==> src/hw/rtl/assert_macros.svh <==
// assertion macros shared by the queue core rtl
// no dependencies; included by the files that check their own logic
`ifndef ASSERT_MACROS_SVH
`define ASSERT_MACROS_SVH

// property checked at every rising edge outside of reset
`define ASSERT_AT(label, clk, rst_n, prop, msg) \
	label: assert property (@(posedge clk) disable iff (!rst_n) prop) else $error(msg);

// condition that must never be true outside of reset
`define ASSERT_NEVER(label, clk, rst_n, cond, msg) \
	`ASSERT_AT(label, clk, rst_n, !(cond), msg)

`endif

==> src/hw/rtl/cfq_pkg.sv <==
// shared types, constants and index helpers of the circular queue core
// no dependencies; imported by every module of the block except cfq_ram
`default_nettype none

package cfq_pkg;

	// ring storage
	localparam int DEPTH = 16;
	localparam int IDX_W = $clog2(DEPTH);
	localparam int CAP_W = 5;
	localparam int CNT_W = (IDX_W + 1 > CAP_W) ? IDX_W + 1 : CAP_W;
	localparam logic [CAP_W-1:0] CAP_RESET = CAP_W'(16);

	// field widths
	localparam int WORD_W = 32;
	localparam int REQ_W = 2;
	localparam int STAT_W = 2;

	// request codes
	localparam logic [REQ_W-1:0] REQ_ENQ = 2'd0;
	localparam logic [REQ_W-1:0] REQ_DEQ = 2'd1;
	localparam logic [REQ_W-1:0] REQ_DUMP = 2'd2;

	// result status codes
	localparam logic [STAT_W-1:0] STAT_OK = 2'd0;
	localparam logic [STAT_W-1:0] STAT_FULL = 2'd1;
	localparam logic [STAT_W-1:0] STAT_EMPTY = 2'd2;

	// internal queue depths
	localparam int CQ_DEPTH = 4;
	localparam int OQ_DEPTH = 4;

	typedef struct packed {
		logic [REQ_W-1:0] req_type;
		logic signed [WORD_W-1:0] data_in;
	} req_t;

	typedef struct packed {
		logic [STAT_W-1:0] status;
		logic signed [WORD_W-1:0] data_out;
		logic last;
	} rsp_t;

	// storage operation for the back end
	typedef enum logic [1:0] {
		OP_NONE,
		OP_WRITE,
		OP_READ
	} op_t;

	typedef struct packed {
		op_t op;
		logic [IDX_W-1:0] addr;
		logic signed [WORD_W-1:0] data;
		logic [STAT_W-1:0] status;
		logic last;
	} cmd_t;

	// capacity clamped to 1..DEPTH
	function automatic logic [CNT_W-1:0] eff_cap(input logic [CAP_W-1:0] cap);
		logic [CNT_W-1:0] c;
		c = CNT_W'(cap);
		if (c == '0)
			c = CNT_W'(1);
		else if (c > CNT_W'(DEPTH))
			c = CNT_W'(DEPTH);
		return c;
	endfunction

	// successor index, wrapping at the capacity
	function automatic logic [IDX_W-1:0] next_idx(input logic [IDX_W-1:0] idx,
			input logic [CNT_W-1:0] cap);
		logic [CNT_W-1:0] n;
		n = CNT_W'(idx) + CNT_W'(1);
		return (n >= cap) ? '0 : n[IDX_W-1:0];
	endfunction

endpackage

`default_nettype wire

==> src/hw/rtl/cfq_ram.sv <==
// generic single-port-write, single-port-read ram with registered read
// no dependencies
`default_nettype none

module cfq_ram #(
	parameter int WIDTH = 32,
	parameter int DEPTH = 16
) (
	input wire logic clk,
	input wire logic we,
	input wire logic [$clog2(DEPTH)-1:0] waddr,
	input wire logic [WIDTH-1:0] wdata,
	input wire logic re,
	input wire logic [$clog2(DEPTH)-1:0] raddr,
	output logic [WIDTH-1:0] rdata
);

	logic [WIDTH-1:0] mem_q [DEPTH];

	// write port and registered read port
	always_ff @(posedge clk) begin
		if (we)
			mem_q[waddr] <= wdata;
		if (re)
			rdata <= mem_q[raddr];
	end

endmodule

`default_nettype wire

==> src/hw/rtl/cfq_cmdq.sv <==
// short command queue between the front end and the back end
// depends on cfq_pkg and assert_macros.svh
`default_nettype none
`include "assert_macros.svh"

module cfq_cmdq (
	input wire logic clk,
	input wire logic arst_n,
	input wire logic push,
	input wire cfq_pkg::cmd_t cmd_in,
	output logic full,
	output logic valid,
	input wire logic pop,
	output cfq_pkg::cmd_t cmd_out
);
	import cfq_pkg::*;

	localparam int PTR_W = $clog2(CQ_DEPTH);
	localparam int CNT_W_Q = PTR_W + 1;

	cmd_t mem_q [CQ_DEPTH];
	logic [PTR_W-1:0] wr_ptr_q;
	logic [PTR_W-1:0] rd_ptr_q;
	logic [CNT_W_Q-1:0] count_q;
	logic do_push;
	logic do_pop;

	assign full = (count_q == CNT_W_Q'(CQ_DEPTH));
	assign valid = (count_q != '0);
	assign cmd_out = mem_q[rd_ptr_q];
	assign do_push = push && !full;
	assign do_pop = pop && valid;

	// entry storage
	always_ff @(posedge clk) begin
		if (do_push)
			mem_q[wr_ptr_q] <= cmd_in;
	end

	// pointers and fill count
	always_ff @(posedge clk or negedge arst_n) begin
		if (!arst_n) begin
			wr_ptr_q <= '0;
			rd_ptr_q <= '0;
			count_q <= '0;
		end else begin
			if (do_push)
				wr_ptr_q <= wr_ptr_q + PTR_W'(1);
			if (do_pop)
				rd_ptr_q <= rd_ptr_q + PTR_W'(1);
			if (do_push && !do_pop)
				count_q <= count_q + CNT_W_Q'(1);
			else if (do_pop && !do_push)
				count_q <= count_q - CNT_W_Q'(1);
		end
	end

	// the front end never offers a command the queue cannot take
	`ASSERT_NEVER(a_cmdq_no_overflow, clk, arst_n, push && full, "command pushed while full")
	// a lone transfer out always frees a slot
	`ASSERT_AT(a_cmdq_pop_frees, clk, arst_n, (pop && valid && !push) |=> !full, "pop did not free a slot")

endmodule

`default_nettype wire

==> src/hw/rtl/cfq_front.sv <==
// front end: accepts requests, keeps head, tail and capacity, issues commands
// depends on cfq_pkg and assert_macros.svh
`default_nettype none
`include "assert_macros.svh"

module cfq_front (
	input wire logic clk,
	input wire logic arst_n,
	input wire logic push,
	input wire cfq_pkg::req_t req,
	output logic full,
	input wire logic cfg_we,
	input wire logic [cfq_pkg::CAP_W-1:0] cfg_wdata,
	output logic cmd_push,
	output cfq_pkg::cmd_t cmd,
	input wire logic cmd_full
);
	import cfq_pkg::*;

	typedef enum logic {
		S_RUN,
		S_DUMP
	} state_t;

	state_t state_q;
	logic [CAP_W-1:0] cap_q;
	logic [IDX_W-1:0] head_q;
	logic [IDX_W-1:0] tail_q;
	logic empty_q;
	logic [IDX_W-1:0] dump_idx_q;
	logic [CNT_W-1:0] dump_k_q;

	logic [CNT_W-1:0] cap_eff;
	logic [IDX_W-1:0] tail_nxt;
	logic [IDX_W-1:0] head_nxt;
	logic [IDX_W-1:0] dump_nxt;
	logic [CNT_W-1:0] dump_k_inc;
	logic dump_fin;
	logic accept;

	assign cap_eff = eff_cap(cap_q);
	assign tail_nxt = next_idx(tail_q, cap_eff);
	assign head_nxt = next_idx(head_q, cap_eff);
	assign dump_nxt = next_idx(dump_idx_q, cap_eff);
	assign dump_k_inc = dump_k_q + CNT_W'(1);
	assign dump_fin = (dump_idx_q == tail_q) || (dump_k_inc >= cap_eff);
	assign full = cmd_full || (state_q == S_DUMP);
	assign accept = push && !full;

	// classify the request and build the command for the back end
	always_comb begin
		cmd_push = 1'b0;
		cmd.op = OP_NONE;
		cmd.addr = '0;
		cmd.data = req.data_in;
		cmd.status = STAT_OK;
		cmd.last = 1'b1;
		case (state_q)
			S_RUN: begin
				if (accept) begin
					case (req.req_type)
						REQ_ENQ: begin
							cmd_push = 1'b1;
							if (empty_q) begin
								cmd.op = OP_WRITE;
							end else if (tail_nxt != head_q) begin
								cmd.op = OP_WRITE;
								cmd.addr = tail_nxt;
							end else begin
								cmd.status = STAT_FULL;
							end
						end
						REQ_DEQ: begin
							cmd_push = 1'b1;
							if (empty_q) begin
								cmd.status = STAT_EMPTY;
							end else begin
								cmd.op = OP_READ;
								cmd.addr = head_q;
							end
						end
						REQ_DUMP: begin
							if (empty_q) begin
								cmd_push = 1'b1;
								cmd.status = STAT_EMPTY;
							end
						end
						default: begin
						end
					endcase
				end
			end
			S_DUMP: begin
				// one read per held entry, oldest first
				if (!cmd_full) begin
					cmd_push = 1'b1;
					cmd.op = OP_READ;
					cmd.addr = dump_idx_q;
					cmd.last = dump_fin;
				end
			end
			default: begin
			end
		endcase
	end

	// ring indices, capacity register and dump sequencer
	always_ff @(posedge clk or negedge arst_n) begin
		if (!arst_n) begin
			state_q <= S_RUN;
			cap_q <= CAP_RESET;
			head_q <= '0;
			tail_q <= '0;
			empty_q <= 1'b1;
			dump_idx_q <= '0;
			dump_k_q <= '0;
		end else begin
			if (cfg_we)
				cap_q <= cfg_wdata;
			case (state_q)
				S_RUN: begin
					if (accept) begin
						case (req.req_type)
							REQ_ENQ: begin
								if (empty_q) begin
									head_q <= '0;
									tail_q <= '0;
									empty_q <= 1'b0;
								end else if (tail_nxt != head_q) begin
									tail_q <= tail_nxt;
								end
							end
							REQ_DEQ: begin
								if (!empty_q) begin
									if (head_q == tail_q) begin
										empty_q <= 1'b1;
										head_q <= '0;
										tail_q <= '0;
									end else begin
										head_q <= head_nxt;
									end
								end
							end
							REQ_DUMP: begin
								if (!empty_q) begin
									state_q <= S_DUMP;
									dump_idx_q <= head_q;
									dump_k_q <= '0;
								end
							end
							default: begin
							end
						endcase
					end
				end
				S_DUMP: begin
					if (!cmd_full) begin
						if (dump_fin) begin
							state_q <= S_RUN;
						end else begin
							dump_idx_q <= dump_nxt;
							dump_k_q <= dump_k_inc;
						end
					end
				end
				default: begin
					state_q <= S_RUN;
				end
			endcase
		end
	end

	// an empty ring always parks both indices at zero
	`ASSERT_AT(a_front_empty_idx, clk, arst_n, empty_q |-> (head_q == '0 && tail_q == '0), "empty ring with nonzero index")
	// a dump only walks a ring that holds words
	`ASSERT_NEVER(a_front_dump_empty, clk, arst_n, (state_q == S_DUMP) && empty_q, "dump of empty ring")

endmodule

`default_nettype wire

==> src/hw/rtl/cfq_back.sv <==
// back end: performs storage writes and reads in order and queues the results
// depends on cfq_pkg, cfq_ram and assert_macros.svh
`default_nettype none
`include "assert_macros.svh"

module cfq_back (
	input wire logic clk,
	input wire logic arst_n,
	input wire logic cmd_valid,
	input wire cfq_pkg::cmd_t cmd,
	output logic cmd_pop,
	output logic empty,
	input wire logic pop,
	output cfq_pkg::rsp_t rsp
);
	import cfq_pkg::*;

	localparam int OQ_PTR_W = $clog2(OQ_DEPTH);
	localparam int OQ_CNT_W = OQ_PTR_W + 1;

	logic valid_s1;
	logic is_read_s1;
	logic [STAT_W-1:0] status_s1;
	logic last_s1;
	logic [WORD_W-1:0] rdata;

	rsp_t oq_mem_q [OQ_DEPTH];
	logic [OQ_PTR_W-1:0] oq_wr_q;
	logic [OQ_PTR_W-1:0] oq_rd_q;
	logic [OQ_CNT_W-1:0] oq_count_q;
	logic [OQ_CNT_W-1:0] oq_used;
	rsp_t rsp_s1;
	logic oq_pop;

	// take a command only when its result has a guaranteed slot
	assign oq_used = oq_count_q + OQ_CNT_W'(valid_s1);
	assign cmd_pop = cmd_valid && (oq_used < OQ_CNT_W'(OQ_DEPTH));

	// entry storage
	cfq_ram #(
		.WIDTH(WORD_W),
		.DEPTH(DEPTH)
	) u_store (
		.clk(clk),
		.we(cmd_pop && (cmd.op == OP_WRITE)),
		.waddr(cmd.addr),
		.wdata(cmd.data),
		.re(cmd_pop && (cmd.op == OP_READ)),
		.raddr(cmd.addr),
		.rdata(rdata)
	);

	// access stage
	always_ff @(posedge clk or negedge arst_n) begin
		if (!arst_n)
			valid_s1 <= 1'b0;
		else
			valid_s1 <= cmd_pop;
	end

	always_ff @(posedge clk) begin
		if (cmd_pop) begin
			is_read_s1 <= (cmd.op == OP_READ);
			status_s1 <= cmd.status;
			last_s1 <= cmd.last;
		end
	end

	// result word, zero unless a stored word was read
	always_comb begin
		rsp_s1.status = status_s1;
		rsp_s1.data_out = is_read_s1 ? rdata : '0;
		rsp_s1.last = last_s1;
	end

	// result queue
	assign empty = (oq_count_q == '0);
	assign rsp = oq_mem_q[oq_rd_q];
	assign oq_pop = pop && !empty;

	always_ff @(posedge clk) begin
		if (valid_s1)
			oq_mem_q[oq_wr_q] <= rsp_s1;
	end

	always_ff @(posedge clk or negedge arst_n) begin
		if (!arst_n) begin
			oq_wr_q <= '0;
			oq_rd_q <= '0;
			oq_count_q <= '0;
		end else begin
			if (valid_s1)
				oq_wr_q <= oq_wr_q + OQ_PTR_W'(1);
			if (oq_pop)
				oq_rd_q <= oq_rd_q + OQ_PTR_W'(1);
			if (valid_s1 && !oq_pop)
				oq_count_q <= oq_count_q + OQ_CNT_W'(1);
			else if (oq_pop && !valid_s1)
				oq_count_q <= oq_count_q - OQ_CNT_W'(1);
		end
	end

	// the credit check keeps the result queue from overflowing
	`ASSERT_NEVER(a_back_oq_overflow, clk, arst_n, valid_s1 && (oq_count_q == OQ_CNT_W'(OQ_DEPTH)), "result queue overflow")

endmodule

`default_nettype wire

==> src/hw/rtl/circular_fifo_queue_core.sv <==
// top level of the circular queue core: front end, command queue, back end
// depends on cfq_pkg, cfq_front, cfq_cmdq and cfq_back
`default_nettype none

// Ring-buffer queue of signed 32-bit words driven by enqueue, dequeue and dump
// requests, with a queue-style handshake on both sides. Enqueue and dequeue
// requests are taken one per cycle while full is low; a dump of n held words
// (at most the capacity) holds full high while the front end issues one
// storage read per word. An enqueue or dequeue result passes through the
// command queue, the registered storage read and the result queue before it
// shows on the result ports; the first result of a dump comes later, since
// the front end spends the transfer cycle starting the walk. Throughput is
// set by the back end, which takes one command, a write or a read, per cycle
// while the result queue has room. The capacity register must be written only
// while no request is in flight.

module circular_fifo_queue_core (
	input wire logic clk,
	input wire logic arst_n,
	input wire logic push,
	input wire cfq_pkg::req_t req,
	output logic full,
	output logic empty,
	input wire logic pop,
	output cfq_pkg::rsp_t rsp,
	input wire logic cfg_we,
	input wire logic [cfq_pkg::CAP_W-1:0] cfg_wdata
);
	import cfq_pkg::*;

	logic cmd_push;
	cmd_t cmd_in;
	logic cmd_full;
	logic cmd_valid;
	logic cmd_pop;
	cmd_t cmd_out;

	// request intake and ring bookkeeping
	cfq_front u_front (
		.clk(clk),
		.arst_n(arst_n),
		.push(push),
		.req(req),
		.full(full),
		.cfg_we(cfg_we),
		.cfg_wdata(cfg_wdata),
		.cmd_push(cmd_push),
		.cmd(cmd_in),
		.cmd_full(cmd_full)
	);

	// decoupling queue
	cfq_cmdq u_cmdq (
		.clk(clk),
		.arst_n(arst_n),
		.push(cmd_push),
		.cmd_in(cmd_in),
		.full(cmd_full),
		.valid(cmd_valid),
		.pop(cmd_pop),
		.cmd_out(cmd_out)
	);

	// storage access and result delivery
	cfq_back u_back (
		.clk(clk),
		.arst_n(arst_n),
		.cmd_valid(cmd_valid),
		.cmd(cmd_out),
		.cmd_pop(cmd_pop),
		.empty(empty),
		.pop(pop),
		.rsp(rsp)
	);

endmodule

`default_nettype wire

==> config.mk <==
export PLATFORM = sky130hd
export DESIGN_NAME = circular_fifo_queue_core
export DESIGN_NICKNAME = d
export VERILOG_FILES = /design/src/hw/rtl/cfq_pkg.sv /design/src/hw/rtl/cfq_ram.sv /design/src/hw/rtl/cfq_cmdq.sv /design/src/hw/rtl/cfq_front.sv /design/src/hw/rtl/cfq_back.sv /design/src/hw/rtl/circular_fifo_queue_core.sv
export VERILOG_INCLUDE_DIRS = /design/src /design/src/hw/rtl
export SDC_FILE = /design/constraint.sdc
export NUM_CORES = 1
export LEC_CHECK = 0
export ABC_CLOCK_PERIOD_IN_PS = 5250
export BUFFER_PORTS_ARGS = -buffer_cell sky130_fd_sc_hd__buf_2
export CAP_MARGIN = 40
export CORE_MARGIN = 2
export CORE_UTILIZATION = 55
export DETAILED_ROUTE_END_ITERATION = 10
export PLACE_DENSITY = 0.74
export SLEW_MARGIN = 10
export SYNTH_ARGS = -nofsm -noshare
export SYNTH_HDL_FRONTEND = slang
export SYNTH_SLANG_ARGS = --single-unit
==> constraint.sdc <==
create_clock -name clk -period 5.25 [get_ports clk]
set_clock_uncertainty 0.2 [all_clocks]
set_input_delay 1.05 -clock clk [delete_from_list [all_inputs] [get_ports clk]]
set_output_delay 1.05 -clock clk [all_outputs]
set_load 0.005 [all_outputs]
---- Yosys cells after proc, flatten, opt, wreduce, memory -nomap -nowiden ----
Memories as Yosys holds them, arrays and structs flattened. A register that Yosys moved wholly into a read port is not among the register bits.
Index checks and enable logic that the tools add are counted.
operators by class
  add/subtract/negate cells ............... 13
  multipliers ............................. 0
  divide/modulo/power cells ............... 0
  $lt $le $gt $ge ......................... 6
  equality and inequality tests ........... 17
  shift-type cells ........................ 0
  multiplexer cells ....................... 67
  bitwise operators ....................... 1
  reduce and logical (&&, ||, !) cells .... 33
operators by type and width
  operator                                                            count
  4-bit 2-to-1 mux                                                    16
  5-bit 2-to-1 mux                                                    8
  32-bit 2-to-1 mux                                                   1
  4-bit case mux with 2 select lines                                  3
  6-bit case mux with 2 select lines                                  2
  5-bit >= comparator                                                 4
  1-bit 2-to-1 mux                                                    20
  6-bit 2-to-1 mux                                                    3
  4-bit by 1-bit adder with 5-bit output, second input constant       3
  3-bit 2-to-1 mux                                                    4
  1-bit logical AND                                                   11
  2-bit != test, second input constant                                5
  5-bit case mux with 2 select lines                                  1
  5-bit AND reduction                                                 2
  2-bit by 1-bit adder with 2-bit output, second input constant       4
  4-bit == test                                                       2
  2-bit 2-to-1 mux                                                    4
  1-bit case mux with 2 select lines                                  4
  1-bit zero test                                                     7
  3-bit by 1-bit adder with 3-bit output, second input constant       2
  2-bit by 1-bit != test with 1-bit output, second input constant     3
  6-bit AND reduction                                                 1
  2-bit nonzero test                                                  3
  3-bit by 1-bit subtractor with 3-bit output, second input constant  2
  18 further kinds                                                    22
storage, ports and cells
  register bits after elaboration ......... 43
  latch bits .............................. 0
  RAM bits ................................ 816
  bits in read-only memories .............. 0
  input bits .............................. 44
  memories kept ........................... 3
memory list
  memory                depth  bits a word  read ports  clocked after memory_dff  write ports  line            text
  u_back.u_store.mem_q  16     32           1           1                         1            cfq_ram.sv:18   logic [WIDTH-1:0] mem_q [DEPTH];
  u_cmdq.mem_q          4      41           1           0                         1            cfq_cmdq.sv:21  cmd_t mem_q [CQ_DEPTH];
  u_back.oq_mem_q       4      35           1           0                         1            cfq_back.sv:27  rsp_t oq_mem_q [OQ_DEPTH];

---- Logic depth before layout (Yosys ltp) ----
  depth after elaboration ................. 11
  mapped depth ............................ 12
  gate-level depth less buffers ........... 11

---- Modules after synthesis ----
A second synthesis with hierarchy kept.
second synthesis, totals
  cell total of the unflattened synthesis .. 1624
  area total of the unflattened synthesis .. 34807.1 µm²
by module, submodules not included
  module     instances  cells an instance  area each (µm²)
  cfq_ram    1          838                20155.6
  cfq_cmdq   1          250                6396.1
  cfq_back   1          262                5898.2
  cfq_front  1          274                2357.3

---- Worst setup path after synthesis ----
No wires, ideal clock.
  path kind ............................... reg2reg
  start point ............................. register u_cmdq.rd_ptr_q[0]
  end point ............................... memory u_back.u_store.mem_q[0][0], enable pin
  setup time .............................. 421 ps
  arrival time ............................ 3255 ps
  slack ................................... 1374 ps
  cell stages (with the launch flop) ...... 8
  path buffers ............................ 4
  period minus slack after synthesis ...... 3876 ps
  cell sequence ........................... dfrtp_1 -> buf_6 -> mux4_2 -> buf_2 -> buf_2 -> buf_1 -> or3_1 -> nor2_1
on the way
  cells in the longest elaborated chain, start to end .. 5
RTL lines
  item                                      line            text
  from (decl)                               cfq_cmdq.sv:23  logic [PTR_W-1:0] rd_ptr_q;
  from (signal assigned)                    cfq_cmdq.sv:50  rd_ptr_q <= rd_ptr_q + PTR_W'(1);
  memory read 4 x 41 bit (*)                -
  2-bit by 1-bit == test with 1-bit output  cfq_back.sv:45  .we(cmd_pop && (cmd.op == OP_WRITE)),
  1-bit logical AND                         cfq_back.sv:45
  1-bit 2-to-1 mux                          cfq_ram.sv:22   if (we)
  1-bit 2-to-1 mux (implied by the code)    cfq_ram.sv:23   mem_q[waddr] <= wdata;
  to (decl)                                 cfq_ram.sv:18
Mark *: on every way between the ends. The rest lies on a longest branch, timed or not.

---- Worst setup path in the final report ----
  start point ............................. register u_cmdq.rd_ptr_q[0]
  end point ............................... memory u_back.u_store.mem_q[24][12], in the netlist u_back.u_store.mem_q[12][12], enable pin
Same word-level chain as after synthesis.

==> flow_summary.toml <==
[outcome]
status = "complete, no violations"

[clock_tree]
clock_path_buffers = 3
clk_latency_ps = 640
cts_tree = "built"
cts_hold_buffers = 0
cts_buffers = 86
ctsResizeCount = 0
cts_sinks = 891
clkSlewWorstSetupHoldPaths_ps = 60
cts-root-buf = "clkbuf_16"
cts_max_level = 3
post_cts_buffers = 0

[worst_setup_path]
crit_required_ps = 5390
crit_top_cell = "buf_4"
cp_top_family = "simple AND/OR/NAND/NOR gates"
rr_worst_depth = 6
crit_fanout = 30
path_depth = 6
startpoint = "u_cmdq.rd_ptr_q[0]"
cp.buffers_inverters = 2
path_class = "reg2reg"
critPathLaunchType = "register"
cp.arrival_ps = 3950
r2r-start = "u_cmdq.rd_ptr_q[0]"
max_stage_delay_ps = 710
cp_cell_sequence = "buf_4, mux4_2, nand3b_1, or3_1, nor2_4, buf_4"
slowest_stage = "nor2_4"
endpoint_kind = "register"

[pwr]
p_seq_share_pct = 43.8
vdd_drop_max_mv = 0.425
swShare_pct = 31.0
power.total_uw = 23600
p_leak_uw = 0.0129
switchingPower_uw = 7320
p_comb_share_pct = 31.0
cellPowerDensity_nw_per_um2 = 603
pwr-share-clk_pct = 25.2
internal_power_uw = 16300

[layout]
antenna_cells = 0
drive_gt1_share_pct = 27.3
synthToLayoutAreaGrowth_pct = 12.9
nets = 1838
fin_util_pct = 62.4
fill_cells = 4135

[logic_synthesis]
synth_top_area_share_pct = 73.7
synth_seq_area_share_pct = 76.5
synth-async-reset-ratio_pct = 4.38
yosys.area.top_type = "edfxtp_1"
synth_edf_count = 852
synth_cells = 1617
synth_area_leaders = "edfxtp_1 (74%), mux4_2 (13%), dfrtp_1 (2.7%)"
ys_seq_elements = 891
syn-cell-area_um2 = 34700
synthesis.nets = 1701
yosysWarnings = 0
ys.flop_type = "edfxtp_1"
netlist-cell-type-count = 51
syn_area_per_cell_um2 = 21.5

[route]
ant_nets = 0
wl_per_cell_um = 24.0
vias = 15800
routed_via_density = 5.93
routed_wl_um = 64200
route.detailed.drc = 0
first_pass_iters = 5
drt-initial-drc-count = 1446

[min_path]
min_path_type = "in2async"

[die]
coreArea_um2 = 62700
rows = 92
die_x_um = 255
die-area_um2 = 65100
ios = 81
fp.dieH_um = 255
initial_core_util_pct = 55.3

[placed_design]
pre_cts_ws_ps = 1380
gp_congestion = 0.843
detailed_place_hpwl_um = 39100
port_buffers = 80

[global_routing]
grt_max_degree = 70
grt_overflow_total = 0
grt_pass1_vias = 16400
grt_pass1_wl_um = 98100
antenna_found_initial = 0
grt_usage_pct = 20.4

[timing]
setup_viol_count_final = 0
maxSlewHeadroom_pct = 40.4
timing.fmax_mhz = 263
post-route-period-util_pct = 72.5
maxSlewViolCount = 0
hold_viol_final = 0
fin_setup_tns_ps = 0
worstMarginPinSlew_ps = 891
hold_ws_ps = 141
fin_ws_ps = 1440
period_needed_ps = 3810
rsz0062_at_grt = "false"

[run]
drv_cap = 0
[synthesized netlist by cell type, types with 19 or more instances]
cell and instances:
inv_1 27, mux4_2 204, dfrtp_1 37, nor2b_1 38, a211oi_1 29, and2_1 42, nor2_1 29, a21oi_1 40
ha_1 38, edfxtp_1 852, mux2i_1 32, xnor2_1 19, nand2_1 25, clkbuf_1 39
[registers in the layout, indices dropped and copies added, names as in the netlist, 4 cells and up]
register,count
u_front.tail_q,4
u_back.u_store.mem_q,512
u_front.head_q,4
u_front.dump_idx_q,4
u_front.cap_q,5
u_front.dump_k_q,5
u_cmdq.mem_q,164
u_back.oq_mem_q,140
u_back.u_store.rdata,32
[through the flow]
stage / std cells / area [um^2]
2_1_floorplan: 1617 / 34700
3_3_place_gp: 2498 / 36100
3_5_place_dp: 2512 / 36400
4_1_cts: 2670 / 39200
5_1_grt: 2670 / 39200
6_report: 2670 / 39200
[cell type report]
type	count	area [um^2]	area share (%)
clock inverters	57	488	1.25
inverters	27	101	0.259
repair buffers	124	936	2.39
multi-input cells	624	7770	19.8
well taps	846	1060	2.70
clock buffers	101	2250	5.74
flip-flops and latches	891	26600	67.8
[power by group through the flow]
| stage | Sequential (uW) | Combinational (uW) | Clock, uW |
|---|---|---|---|
| after global placement | 10500 | 6990 | 0 |
| final | 10300 | 7330 | 5960 |
| after floorplan | 10300 | 5220 | 0 |
| after CTS | 10300 | 7430 | 6080 |
| after global routing | 10400 | 7970 | 6340 |
| after detailed placement | 10500 | 7390 | 0 |
[metal layers]
metal | up-vias | track usage (%) | part of all wire (%)
li1 | 6927 | - | -
met1 | 8281 | 29.4 | 43
met2 | 546 | 32.0 | 48
met3 | 88 | 4.62 | 7.2
met4 | 0 | 5.51 | 1.7
met5 | - | 0 | 0
[cells in the final DEF (no fill, tap or decap), types with 32 or more instances in the layout]
master     instances
clkbuf_16         87
dfrtp_1           34
nor2b_1           38
buf_2             80
mux2i_1           32
ha_1              38
mux4_2           201
edfxtp_1         852
a21oi_1           40
and2_1            38
[final timing paths]
| path | slack, ps | end |
|---|---|---|
| min in group clk | 280 | u_back.oq_rd_q[1] |
| max in group asynchronous | 4150 | u_front.empty_q |
| hold / removal | 140 | u_front.cap_q[1] |
| hold reg to reg | 280 | u_back.oq_rd_q[1] |
| setup / recovery | 1440 | u_back.u_store.mem_q[12][12] |
| setup reg to reg | 1440 | u_back.u_store.mem_q[12][12] |
[kinds of logic after synthesis]
kind of cell / after synthesis / synth area share, %
flops: 891 / 76.5
mux: 247 / 14.5
simple gates: 186 / 2.93
compound gates: 120 / 2.29
buf+inv: 102 / 1.45
fa+ha+maj: 40 / 1.49
xor+xnor: 31 / 0.782
No activity file was read; power rests on OpenSTA's default activity.
